$ cat src/sv/rrcd_ram.sv
module rrcd_ram #(
   parameter int Width = 8,
   parameter int Depth = 2
) (
   input  logic                           clock,
   input  logic                           wr_en,
   input  logic [$clog2(Depth>1?Depth:2)-1:0] wr_addr,
   input  logic [Width-1:0]               wr_data,
   input  logic                           rd_en,
   input  logic [$clog2(Depth>1?Depth:2)-1:0] rd_addr,
   output logic [Width-1:0]               rd_data
);
   logic [Width-1:0] mem_ff [Depth];

   always_ff @(posedge clock) begin
      if (wr_en) begin
         mem_ff[wr_addr] <= wr_data;
      end
      if (rd_en) begin
         rd_data <= mem_ff[rd_addr];
      end
   end
endmodule

$ cat config.mk
export PLATFORM = sky130hd
export DESIGN_NAME = rrcd_ram
export DESIGN_NICKNAME = d
export VERILOG_FILES = /design/src/sv/rrcd_ram.sv
export SDC_FILE = /design/constraint.sdc
export NUM_CORES = 1
export LEC_CHECK = 0
export BUFFER_PORTS_ARGS = -buffer_cell sky130_fd_sc_hd__buf_2
export CAP_MARGIN = 20
export CORE_MARGIN = 10
export CORE_UTILIZATION = 40
export DETAILED_ROUTE_END_ITERATION = 8
export SETUP_SLACK_MARGIN = 0.3
export SLEW_MARGIN = 30
export SYNTH_ARGS = -nofsm -noshare
export SYNTH_HDL_FRONTEND = slang
export SYNTH_SLANG_ARGS = --single-unit
export TNS_END_PERCENT = 5
$ cat constraint.sdc
create_clock -name clock -period 1.3 [get_ports clock]
set_input_delay 0.065 -clock clock [delete_from_list [all_inputs] [get_ports clock]]
set_output_delay 0.065 -clock clock [all_outputs]
set_load 0.1 [all_outputs]
== Word level (Yosys, flattened, before mapping) ==
Memory sizes are Yosys's and may differ from the RTL's. A register that Yosys moved wholly into a read port is not among the register bits.
Index checks and enable logic that the tools add are counted.
Operators by class
  add/sub/neg operators: 0
  multipliers: 0
  divide/modulo/power cells: 0
  order comparisons: 0
  eq/ne operators: 0
  shift operators: 0
  mux-type cells: 2
  bitwise logic cells: 0
  reductions and logical operators: 0
Operators with widths (count)
  $mux 1: 2
Word-level totals
  register bits: 0
  bits in latches: 0
  memory bits (writable): 16
  bits in read-only memories: 0
  output and inout bits: 8
  word-level logic and storage cells: 3
  memories: 1
Memories
  mem_ff: depth 2, bits a word 8, rd ports 1, clocked after memory_dff 1, write ports 1, line 13  | logic [Width-1:0] mem_ff [Depth];

== Logic depth before layout (Yosys ltp) ==
  word-level depth: 2
  mapped depth: 2
  mapped depth without buffers: 1

== Worst setup path after synthesis ==
Ideal clock, no wire load.
  path kind: register to output
  from: register rd_data[0], read port of mem_ff
  to: output port rd_data[0]
  arrival: 0.904 ns
  data required time: 1.235 ns
  path slack: 0.331 ns
  cell stages (with the launch flop): 1
  buffers on the path: 0
  cells stage by stage: edfxtp_1
RTL lines
  start: declaration: line 11  | output logic [Width-1:0] rd_data
No word-level cell between the ends.

== Worst setup path in the final report ==
  from: register rd_data[5], read port of mem_ff
  to: output port rd_data[5]
No word-level cell between the ends.

==> impl_results.md <==
- Io pins: 21
- Most common cell after layout, fill and taps aside: edfxtp_1
- Design area: 1140 um^2
- Clk Latency, worst-skew pair: 0.30 ns
- Synth Instances: 35
- PwrDens: 1320 nW/um^2
- Yosys Warn Count: 0
- Setup TNS: 0 ns
- Total power: 1.51 mW
- Grt total ovfl: 0
- Antenna violations before repair: 0
- DR iter-0 viols: 6
- Hold Path Class: input pin to flop
- Worst Tran Pin Value: 0.359 ns
- Placeable Area: 2000 um^2
- Fin crit share: 0.758
- Setup Slack @ Placement: 0.398 ns
- Most frequent cells in the layout: edfxtp_1 (24), buf_2 (12), mux2_4 (8), dlygate4sd3_1 (8), buf_6 (6)
- Final count of negative-setup-slack endpoints: 0
- Worst reg2reg setup slack: 0.38 ns
- Synthesized flop and latch total: 24
- Clk root buf: clkbuf_4
- Crit-path cells: buf_4
- Routed WL per cell: 12.8 um
- Die Ht: 66.5 um
- # Max-Cap Violations: 0
- Vias in the first global route: 419
- Crit-path leading delay family: flip-flops
- Clock Path Buffers: 2
- Crit-path max cell delay: 0.34 ns
- Antenna cells: 0
- Placed Area: 995 um^2
- Seq/Total Area, Yosys: 0.834
- DRC errors left: 0
- Mapped Area: 865 um^2
- HP Start: rd_en
- First-pass GRT wire length: 1.93 mm
- Row cnt: 16
- CP Launch Type: flop
- RR Endpoint: rd_data[5]
- Starting Density: 0.432
- Core Util, Final: 0.571
- Status: completed
- Drt total wl: 1.20 mm
- WP data arrival: 0.92 ns
- Slowest cell on crit path: edfxtp_1
- Vias per cell: 4.34
- Hold path depth: 1
- Global Route Usage Sum: 0.0604
- P_leak: 0.446 nW
- Synth cell types: 5
- Rel. slew slack: 0.760
- Final Hold Fails: 0
- Full die area: 4420 um^2
- Clk slew on worst S/H paths: 0.12 ns
- Area Growth Syn to Fin: 32.3%
- Global placer's final weighted congestion: 0.636
- Critical path buffers and inverters: 1
- TritonCTS Buffers: 3
- RSZ-0062 raised after global routing: true
- Sink Count: 24
- Htree depth: 1
- Crit-path max FO: 1
- Share of layout cells above drive strength 1: 0.478
- Vias: 408
- Final worst slack: 0.314 ns
- Required @ worst endpoint: 1.24 ns
- Die W: 66.5 um
- TritonCTS clock tree: yes
- Crit Path Class: flop to output port
- # nets final: 81
- Peak Freq: 1010 MHz
- Number of iterations in the first detailed-routing pass: 4
- Max VDD drop: 0.718 mV
- Hold EP: rd_data[0]
- I/O Buffers: 20
- Reg2Reg Depth: 1
- Largest net degree at the start of global routing: 14
- Final worst path period need: 0.986 ns
- Syn_nets: 48
- Syn_area_per_cell: 24.7 um^2
- Final Max Tran Viols: 0
- FF-to-FF Start: mem_ff[0][5]
- Max Clock Skew: 0.00548 ns
- Crit path capture type: output port
- Antenna Nets Post-Route: 0
==> metal layers <==
layer | global-route usage | wire, um | vias up
li1 | - | - | 200
met1 | 0.0499 | 430 | 185
met2 | 0.102 | 601 | 21
met3 | 0.0468 | 145 | 2
met4 | 0.0314 | 25 | 0
met5 | 0 | 0 | -
==> what timing repair did <==
action,in CTS,in global routing
setup buffers,0,0
hold buffers,8,0
resized for setup,6,10
hold endpoints to repair,16,0
endpoints found under the setup margin,8,8
==> sequential cells by signal (all words and copies together) (netlist names) <==
name,count
rd_data,8
mem_ff,16
==> through the flow <==
step / hold slack [ns] / std cells
2_1_floorplan: 0.164 / 35
3_3_place_gp: 0.255 / 82
3_5_place_dp: 0.257 / 82
4_1_cts: 0.0847 / 94
5_1_grt: 0.0743 / 94
6_report: 0.0853 / 94
==> area by class of cell <==
type	count	area, um^2
timing repair buffer	29	230
clock inverter	1	3.75
fill	156	858
clock buffer	3	22.5
tap	27	33.8
multi-input combinational	10	133
sequential	24	721
==> logic make-up (layout without fill, tap and decap cells) <==
kind of cell	after synthesis	after routing	share of synthesized area
simple gates	2	2	0.0145
mux	8	8	0.139
buf+inv	1	33	0.0130
flops	24	24	0.834
==> power breakdown <==
| group | total (mW) | internal [mW] | switching [mW] |
|---|---|---|---|
| Clock | 0.307 | 0.112 | 0.195 |
| Sequential | 0.929 | 0.913 | 0.0155 |
| Combinational | 0.271 | 0.0956 | 0.175 |
==> worst max-delay path by stage <==
| stage | from | end | slack, ns | cells past startpoint |
|---|---|---|---|---|
| 2_1_floorplan | rd_data[0] | rd_data[0] | 0.33 | 0 |
| 3_3_place_gp | mem_ff[0][5] | rd_data[5] | 0.42 | 1 |
| 3_5_place_dp | mem_ff[0][5] | rd_data[5] | 0.40 | 1 |
| 4_1_cts | rd_data[6] | rd_data[6] | 0.17 | 1 |
| 5_1_grt | rd_data[5] | rd_data[5] | 0.26 | 1 |
| 6_report | rd_data[5] | rd_data[5] | 0.31 | 1 |
==> Yosys cell counts <==
| master | n | area share |
|---|---|---|
| and2_1 | 1 | 0.0072 |
| edfxtp_1 | 24 | 0.83 |
| mux2_4 | 8 | 0.14 |
| buf_6 | 1 | 0.013 |
| nor2b_1 | 1 | 0.0072 |
Power figures use the tool's default switching activity.
